==> config.mk <==
export PLATFORM = sky130hd
export DESIGN_NAME = first_fit_block_allocator
export DESIGN_NICKNAME = d
export VERILOG_FILES = /design/src/ffba_pkg.sv /design/src/ffba_cell.sv /design/src/first_fit_block_allocator.sv
export SDC_FILE = /design/constraint.sdc
export NUM_CORES = 1
export LEC_CHECK = 0
export BUFFER_PORTS_ARGS = -buffer_cell sky130_fd_sc_hd__clkbuf_2
export CAP_MARGIN = 25
export CORE_MARGIN = 2
export CORE_UTILIZATION = 30
export DETAILED_ROUTE_END_ITERATION = 10
export GPL_TIMING_DRIVEN = 1
export PLACE_DENSITY = 0.53
export SETUP_SLACK_MARGIN = 0.1
export SYNTH_ARGS = -nofsm -noshare
export SYNTH_HDL_FRONTEND = slang
export SYNTH_SLANG_ARGS = --single-unit
==> constraint.sdc <==
create_clock -name clk -period 4.3 [get_ports clk]
set_input_delay 0.645 -clock clk [delete_from_list [all_inputs] [get_ports clk]]
set_output_delay 0.645 -clock clk [all_outputs]
set_load 0.03 [all_outputs]
==> src/ffba_pkg.sv <==
// ffba_pkg: shared types and constants for the first-fit block allocator.
// Used by ffba_cell and first_fit_block_allocator; depends on nothing.
`timescale 1ns / 1ps

package ffba_pkg;

  localparam int SIZE_W = 16;  // block size / request size
  localparam int IDX_W  = 4;   // block index field
  localparam int CNT_W  = 5;   // block_count register

  localparam logic [CNT_W-1:0] BLOCK_COUNT_RST = 5'd16;

  // tuser codes on the input channel
  localparam logic CMD_LOAD = 1'b0;
  localparam logic CMD_REQ  = 1'b1;

  // register index, taken from cfg_paddr[2]
  localparam logic REG_BLOCK_COUNT = 1'b0;

  typedef enum logic [1:0] {
    S_IDLE,
    S_RUN,
    S_PEND
  } state_t;

  // load broadcast to every cell
  typedef struct packed {
    logic              we;
    logic [IDX_W-1:0]  idx;
    logic [SIZE_W-1:0] data;
  } load_t;

  // request token walking down the chain
  typedef struct packed {
    logic              vld;
    logic              hit;
    logic [IDX_W-1:0]  pick;
    logic [SIZE_W-1:0] size;
  } tok_t;

endpackage

==> src/ffba_cell.sv <==
// ffba_cell: one table entry of the allocator chain plus one token stage.
// Depends on ffba_pkg.
`timescale 1ns / 1ps

module ffba_cell #(
  parameter int IDX = 0
) (
  input  logic                        clk,
  input  logic                        rst_n,
  input  logic [ffba_pkg::CNT_W-1:0]  limit,
  input  ffba_pkg::load_t             ld,
  input  ffba_pkg::tok_t              tok_in,
  output ffba_pkg::tok_t              tok_out
);

  localparam logic [8:0] POS      = 9'(IDX);
  // only cells reachable by a block_index field can be loaded
  localparam bit         LOADABLE = (IDX < (1 << ffba_pkg::IDX_W));

  logic [ffba_pkg::SIZE_W-1:0] rem_r, rem_nxt;
  ffba_pkg::tok_t              tok_r, tok_nxt;
  logic                        in_range;
  logic                        fit;
  logic                        ld_hit;

  assign in_range = POS < 9'(limit);
  assign fit      = tok_in.vld && !tok_in.hit && in_range && (rem_r >= tok_in.size);
  assign ld_hit   = LOADABLE && ld.we && (ld.idx == POS[ffba_pkg::IDX_W-1:0]);

  always_comb begin
    tok_nxt = tok_in;
    rem_nxt = rem_r;
    if (fit) begin
      tok_nxt.hit  = 1'b1;
      tok_nxt.pick = POS[ffba_pkg::IDX_W-1:0];
      rem_nxt      = rem_r - tok_in.size;
    end
    if (ld_hit) begin
      rem_nxt = ld.data;
    end
  end

  // entry has no reset: contents are undefined until loaded
  always_ff @(posedge clk) begin
    rem_r <= rem_nxt;
  end

  always_ff @(posedge clk) begin
    if (!rst_n) begin
      tok_r.vld <= 1'b0;
    end else begin
      tok_r <= tok_nxt;
    end
  end

  assign tok_out = tok_r;

endmodule

==> src/first_fit_block_allocator.sv <==
// first_fit_block_allocator: top level, config register, control and cell chain.
// Depends on ffba_pkg and ffba_cell.
`timescale 1ns / 1ps

// First-fit allocator over a table of MAX_BLOCKS free sizes. Each table entry
// lives in its own cell; cells form a chain. A load word (tuser = 0) writes one
// entry and returns nothing; indexes at or above MAX_BLOCKS are dropped. A
// request word (tuser = 1) launches a token into cell 0 that moves one cell
// per clock; the first cell below block_count whose remaining size covers the
// request claims it, subtracts the size and marks the token. A request keeps
// the block busy until its token leaves the last cell; loads are taken
// back to back. in_tready is low while a token is in the chain and while a
// result is parked. The result sits in an output register, so the next word is
// taken while a result still waits; a second result that finds the output full
// parks in a holding register until the first is taken. block_count (APB, byte
// address 0) must only be written while idle. Entries never loaded read as
// undefined.

module first_fit_block_allocator #(
  parameter int MAX_BLOCKS = 16
) (
  input  logic        clk,
  input  logic        rst_n,
  // APB config
  input  logic        cfg_psel,
  input  logic        cfg_penable,
  input  logic        cfg_pwrite,
  input  logic [2:0]  cfg_paddr,
  input  logic [31:0] cfg_pwdata,
  output logic [31:0] cfg_prdata,
  output logic        cfg_pready,
  // input words
  input  logic        in_tvalid,
  output logic        in_tready,
  input  logic [23:0] in_tdata,   // [3:0] block_index, [19:4] size, [23:20] zero
  input  logic        in_tuser,   // [0] cmd
  input  logic        in_tlast,   // last_request
  // result words
  output logic        out_tvalid,
  input  logic        out_tready,
  output logic [7:0]  out_tdata,  // [3:0] chosen_block, [7:4] zero
  output logic        out_tuser,  // [0] granted
  output logic        out_tlast   // is_last
);

  localparam int IW = ffba_pkg::IDX_W;

  // ---------------- config register ----------------
  logic [ffba_pkg::CNT_W-1:0] block_count_r;
  logic                       cfg_wr;
  logic                       cfg_sel_bc;

  assign cfg_pready = 1'b1;
  assign cfg_sel_bc = (cfg_paddr[2] == ffba_pkg::REG_BLOCK_COUNT);
  assign cfg_wr     = cfg_psel && cfg_penable && cfg_pwrite && cfg_pready && cfg_sel_bc;

  always_ff @(posedge clk) begin
    if (!rst_n) begin
      block_count_r <= ffba_pkg::BLOCK_COUNT_RST;
    end else if (cfg_wr) begin
      block_count_r <= cfg_pwdata[ffba_pkg::CNT_W-1:0];
    end
  end

  assign cfg_prdata = cfg_sel_bc ? {{(32-ffba_pkg::CNT_W){1'b0}}, block_count_r} : 32'd0;

  // ---------------- input decode ----------------
  ffba_pkg::state_t state_r, state_nxt;
  logic             in_acc;
  ffba_pkg::load_t  ld;
  ffba_pkg::tok_t   tok_w [MAX_BLOCKS+1];
  logic [MAX_BLOCKS:0] tok_vld;

  assign in_tready = (state_r == ffba_pkg::S_IDLE);
  assign in_acc    = in_tvalid && in_tready;

  assign ld.we   = in_acc && (in_tuser == ffba_pkg::CMD_LOAD);
  assign ld.idx  = in_tdata[IW-1:0];
  assign ld.data = in_tdata[IW+ffba_pkg::SIZE_W-1:IW];

  // request token enters cell 0 on acceptance
  assign tok_w[0].vld  = in_acc && (in_tuser == ffba_pkg::CMD_REQ);
  assign tok_w[0].hit  = 1'b0;
  assign tok_w[0].pick = '0;
  assign tok_w[0].size = in_tdata[IW+ffba_pkg::SIZE_W-1:IW];

  // ---------------- cell chain ----------------
  genvar g;
  generate
    for (g = 0; g < MAX_BLOCKS; g++) begin : g_cell
      ffba_cell #(.IDX(g)) u_cell (
        .clk     (clk),
        .rst_n   (rst_n),
        .limit   (block_count_r),
        .ld      (ld),
        .tok_in  (tok_w[g]),
        .tok_out (tok_w[g+1])
      );
    end
    for (g = 0; g <= MAX_BLOCKS; g++) begin : g_vld
      assign tok_vld[g] = tok_w[g].vld;
    end
  endgenerate

  // ---------------- control and result path ----------------
  logic          last_r, last_nxt;
  logic          out_vld_r, out_vld_nxt;
  logic          out_grant_r, out_grant_nxt;
  logic [IW-1:0] out_pick_r, out_pick_nxt;
  logic          out_last_r, out_last_nxt;
  logic          pend_grant_r, pend_grant_nxt;
  logic [IW-1:0] pend_pick_r, pend_pick_nxt;
  logic          pend_last_r, pend_last_nxt;
  ffba_pkg::tok_t tok_end;

  assign tok_end = tok_w[MAX_BLOCKS];

  always_comb begin
    state_nxt      = state_r;
    last_nxt       = last_r;
    out_vld_nxt    = out_vld_r;
    out_grant_nxt  = out_grant_r;
    out_pick_nxt   = out_pick_r;
    out_last_nxt   = out_last_r;
    pend_grant_nxt = pend_grant_r;
    pend_pick_nxt  = pend_pick_r;
    pend_last_nxt  = pend_last_r;

    if (out_vld_r && out_tready) begin
      out_vld_nxt = 1'b0;
    end

    case (state_r)
      ffba_pkg::S_IDLE: begin
        if (tok_w[0].vld) begin
          last_nxt  = in_tlast;
          state_nxt = ffba_pkg::S_RUN;
        end
      end
      ffba_pkg::S_RUN: begin
        if (tok_end.vld) begin
          if (!out_vld_r || out_tready) begin
            out_vld_nxt   = 1'b1;
            out_grant_nxt = tok_end.hit;
            out_pick_nxt  = tok_end.hit ? tok_end.pick : '0;
            out_last_nxt  = last_r;
            state_nxt     = ffba_pkg::S_IDLE;
          end else begin
            pend_grant_nxt = tok_end.hit;
            pend_pick_nxt  = tok_end.hit ? tok_end.pick : '0;
            pend_last_nxt  = last_r;
            state_nxt      = ffba_pkg::S_PEND;
          end
        end
      end
      ffba_pkg::S_PEND: begin
        // output register is full here; refill it as it drains
        if (out_tready) begin
          out_vld_nxt   = 1'b1;
          out_grant_nxt = pend_grant_r;
          out_pick_nxt  = pend_pick_r;
          out_last_nxt  = pend_last_r;
          state_nxt     = ffba_pkg::S_IDLE;
        end
      end
      default: begin
        state_nxt = ffba_pkg::S_IDLE;
      end
    endcase
  end

  always_ff @(posedge clk) begin
    if (!rst_n) begin
      state_r   <= ffba_pkg::S_IDLE;
      out_vld_r <= 1'b0;
    end else begin
      state_r   <= state_nxt;
      out_vld_r <= out_vld_nxt;
    end
  end

  always_ff @(posedge clk) begin
    last_r       <= last_nxt;
    out_grant_r  <= out_grant_nxt;
    out_pick_r   <= out_pick_nxt;
    out_last_r   <= out_last_nxt;
    pend_grant_r <= pend_grant_nxt;
    pend_pick_r  <= pend_pick_nxt;
    pend_last_r  <= pend_last_nxt;
  end

  assign out_tvalid = out_vld_r;
  assign out_tdata  = {{(8-IW){1'b0}}, out_pick_r};
  assign out_tuser  = out_grant_r;
  assign out_tlast  = out_last_r;

  // ---------------- assertions ----------------
  // only one request in flight anywhere in the chain
  a_one_token: assert property (@(posedge clk) disable iff (!rst_n)
    $countones(tok_vld) <= 1)
    else $error("more than one request token in the chain");

  // a token leaves the chain only while control waits for it
  a_end_in_run: assert property (@(posedge clk) disable iff (!rst_n)
    tok_end.vld |-> (state_r == ffba_pkg::S_RUN))
    else $error("token left chain outside RUN");

  // holding register is used only behind a full output register
  a_pend_full: assert property (@(posedge clk) disable iff (!rst_n)
    (state_r == ffba_pkg::S_PEND) |-> out_vld_r)
    else $error("PEND with empty output register");

  // a refused request reports block zero
  a_nogrant_zero: assert property (@(posedge clk) disable iff (!rst_n)
    (out_tvalid && !out_tuser) |-> (out_tdata == 8'd0))
    else $error("not-granted result with nonzero block");

endmodule

==> impl_metrics.prom <==
# TYPE chip_impl_metric gauge
chip_impl_metric{name="timing.final.crit_period",unit="ns"} 3.49
chip_impl_metric{name="p_leak",unit="nW"} 15.6
chip_impl_metric{name="fmaxAchievable",unit="GHz"} 0.287
chip_impl_metric{name="boundaryPins",unit=""} 113
chip_impl_metric{name="dieHeight",unit="µm"} 343
chip_impl_info{name="tritoncts",value="yes"} 1
chip_impl_metric{name="numCtsBuffers",unit=""} 70
chip_impl_metric{name="globalRouteTotalUtil",unit="%"} 14.9
chip_impl_metric{name="maxSlewHeadroom",unit="%"} 33.9
chip_impl_metric{name="grt_pass1_vias",unit=""} 22300
chip_impl_metric{name="cts_hold_repair.buffers",unit=""} 0
chip_impl_metric{name="synthesis.area",unit="µm²"} 34500
chip_impl_metric{name="ys_seq_elements",unit=""} 598
chip_impl_metric{name="cts_resized",unit=""} 0
chip_impl_info{name="yosysTopAreaCell",value="edfxtp_1"} 1
chip_impl_info{name="layout.cells.most_common",value="edfxtp_1"} 1
chip_impl_metric{name="min_period_over_period",unit="%"} 81.1
chip_impl_metric{name="hold_path_cells",unit=""} 1
chip_impl_metric{name="timing.max_cap.violations",unit=""} 0
chip_impl_metric{name="drt-total-wl",unit="mm"} 89.3
chip_impl_metric{name="powerDensity",unit="nW/µm²"} 369
chip_impl_metric{name="drtIter0Drc",unit=""} 1853
chip_impl_metric{name="ir_drop_worst_case_vdd",unit="mV"} 0.250
chip_impl_metric{name="count_of_clock_tree_sinks",unit=""} 598
chip_impl_metric{name="postSynthAreaPerCell",unit="µm²"} 10.6
chip_impl_metric{name="clock_tree.buffer_depth",unit=""} 3
chip_impl_metric{name="final_layout_size_suffix_gt1_share",unit="%"} 7.44
chip_impl_metric{name="die_width",unit="µm"} 343
chip_impl_metric{name="detail-route-antenna-nets",unit=""} 0
chip_impl_metric{name="worst-endpoint-required",unit="ns"} 4.52
chip_impl_metric{name="cells_after_synthesis",unit=""} 3247
chip_impl_info{name="dominantRegCellSynth",value="edfxtp_1"} 1
chip_impl_metric{name="ys_types",unit=""} 87
chip_impl_metric{name="via_count",unit=""} 23600
chip_impl_metric{name="synth-edff-count",unit=""} 574
chip_impl_metric{name="setup-tns-final",unit="ns"} 0
chip_impl_metric{name="clkSlewWorstSetupHoldPaths",unit="ns"} 0.06
chip_impl_metric{name="dieArea",unit="µm²"} 118000
chip_impl_info{name="commonest_cells_after_routing_fill_and_taps_aside",value="574 x edfxtp_1, 331 x inv_1, 284 x a21oi_1"} 1
chip_impl_metric{name="globalRouteOverflowTotal",unit=""} 0
chip_impl_metric{name="antenna_found_initial",unit=""} 7
chip_impl_metric{name="drcViolationCount",unit=""} 0
chip_impl_info{name="synth_top_cells_by_area",value="edfxtp_1 50%, ha_1 9.4%, a21oi_1 4.1%"} 1
chip_impl_metric{name="port_buffers",unit=""} 47
chip_impl_metric{name="synthDominantCellAreaShare",unit="%"} 50.0
chip_impl_metric{name="grt_start_max_net_pins",unit=""} 110
chip_impl_info{name="holdCritPathClass",value="primary input to flip-flop"} 1
chip_impl_metric{name="timing.critical_path.arrival",unit="ns"} 3.71
chip_impl_metric{name="place_hpwl",unit="mm"} 63.6
chip_impl_metric{name="place_congestion",unit=""} 0.825
chip_impl_metric{name="areaGrowthSynthToFinish",unit="%"} 12.5
chip_impl_metric{name="setup_violations",unit=""} 0
chip_impl_metric{name="rr_worst_depth",unit=""} 11
chip_impl_metric{name="layout_nets",unit=""} 3675
chip_impl_metric{name="detailed_route_vias_per_instance",unit=""} 4.81
chip_impl_metric{name="floorplan.core_area",unit="µm²"} 114000
chip_impl_metric{name="worstPathMaxFanout",unit=""} 16
chip_impl_info{name="cp-start-kind",value="flip-flop"} 1
chip_impl_metric{name="insertion_delay",unit="ns"} 0.62
chip_impl_metric{name="grt_first_pass_wirelength",unit="mm"} 135
chip_impl_metric{name="routedWlPerCell",unit="µm"} 18.2
chip_impl_metric{name="synth-seq-area-share",unit="%"} 51.4
chip_impl_metric{name="finalHoldViolations",unit=""} 0
chip_impl_metric{name="post-cts-setup-buffer-count",unit=""} 0
chip_impl_info{name="outcome",value="finished, final reports clean"} 1
chip_impl_metric{name="share_of_synthesized_flip_flops_with_an_asynchronous_set_or_reset",unit="%"} 0
chip_impl_metric{name="core.rowCount",unit=""} 124
chip_impl_metric{name="clock-skew-final",unit="ns"} 0.0208
chip_impl_info{name="clock-root-buffer",value="clkbuf_16"} 1
chip_impl_metric{name="clock_tree.htree_level_count",unit=""} 3
chip_impl_metric{name="timing.final.max_slew_violations",unit=""} 0
chip_impl_metric{name="worstMarginPinSlew",unit="ns"} 0.992
chip_impl_info{name="setup.worst_path.end_class",value="flip-flop"} 1
chip_impl_metric{name="hold-worst-slack",unit="ns"} 0.204
chip_impl_metric{name="synth.yosys.warnings",unit=""} 0
chip_impl_info{name="unrepaired_setup_endpoints_after_global_routing",value="no"} 1
chip_impl_metric{name="detailedRoute.firstPassIterationCount",unit=""} 6
chip_impl_metric{name="floorplan.initialDensity",unit="%"} 30.2
chip_impl_info{name="criticalPathCategory",value="flip-flop to flip-flop"} 1
-- flip-flops by register name, summed over array words and instances, names as in the netlist --
register,flops
pend_grant_r,1
g_cell.u_cell.rem_r,256
pend_last_r,1
last_r,1
out_tlast,1
out_tvalid,1
block_count_r,5
state_r,2
g_cell.u_cell.tok_out,321
pend_pick_r,4
out_tuser,1
out_pick_r,4
-- cell families after synthesis --
kind of cell | Yosys count | share of synthesized area (%)
AO/OA/AOI/OAI | 885 | 15.7
XOR/XNOR | 207 | 5.26
adder cells (fa/ha/maj) | 275 | 10.3
buffers and inverters | 456 | 5.32
flip-flops | 598 | 51.4
multiplexers | 29 | 0.903
other | 2 | 0.0218
AND/OR/NAND/NOR | 795 | 11.2
-- cells in the mapped netlist, types with 16 or more instances --
cell type  number
and2_1         38
o21a_1         24
o21ai_0       132
ha_1          259
nor3_1         23
and3_1         21
o21ai_1       136
clkbuf_1       91
edfxtp_1      574
nand4_1        28
or2_1          40
a21o_1        116
buf_4          32
a21oi_1       284
nor2b_1        54
a211oi_1       21
o31ai_1        16
fa_1           16
dfxtp_1        24
o21bai_1       32
nand2b_1       46
nand2_1       269
nor2_1        176
xnor2_1       108
mux2_2         17
xor2_1         99
inv_1         331
nand3_1        44
a31oi_1        26
-- worst paths after layout --
check / startpoint / to / slack (ns)
setup / recovery: g_cell[15].u_cell.rem_r[0] / g_cell[15].u_cell.rem_r[6] / 0.81
hold / removal: in_tlast / last_r / 0.20
setup reg to reg: g_cell[15].u_cell.rem_r[0] / g_cell[15].u_cell.rem_r[6] / 0.81
hold reg to reg: g_cell[9].u_cell.tok_out[12] / g_cell[10].u_cell.tok_out[12] / 0.44
-- power breakdown --
group | total (mW) | internal (mW) | switching, mW
Clock | 5.71 | 3.25 | 2.46
Sequential | 6.82 | 6.69 | 0.124
Combinational | 1.78 | 0.694 | 1.08
Total | 14.3 | 10.6 | 3.66
-- layer usage --
metal	track usage [%]	vias to the layer above	routed length, µm	share of wire, %
met4	4.13	4	2420	2.7
met3	2.64	128	4180	4.7
met2	23.7	432	40000	45
li1	-	11800	-	-
met1	20.9	11300	42700	48
met5	0	-	26	0.029
-- critical path, cell delays in order, from the launching register on --
cell      delay [ns]
edfxtp_1        0.36
inv_1           0.07
ha_1            0.15
inv_1           0.05
fa_1            0.40
a21o_1          0.20
a21o_1          0.22
a21oi_2         0.21
o21ai_1         0.13
a31o_2          0.31
o211a_1         0.30
or3_1           0.68
-- stage by stage --
step / setup WS [ns] / utilization (%) / instance area [µm²] / total power [mW] / cells
4_1_cts: 0.807 / 34.0 / 38800 / 14.5 / 4900
6_report: 0.811 / 34.0 / 38800 / 14.3 / 4903
3_5_place_dp: 0.843 / 32.1 / 36600 / 8.71 / 4772
3_3_place_gp: 0.834 / 32.1 / 36600 / 8.69 / 4772
5_1_grt: 0.623 / 34.0 / 38800 / 14.9 / 4901
2_1_floorplan: 1.04 / - / 34600 / 8.18 / 3277
-- area by class of cell --
type | count | area, µm²
fill | 11600 | 75400
multi-input combinational | 2223 | 15100
clock inverter | 30 | 246
sequential | 598 | 17700
tap | 1512 | 1890
clock buffer | 98 | 1920
inverter | 331 | 1240
antenna | 3 | 7.51
timing repair buffer | 108 | 716
Note: power is estimated with default switching activity, not from simulation.
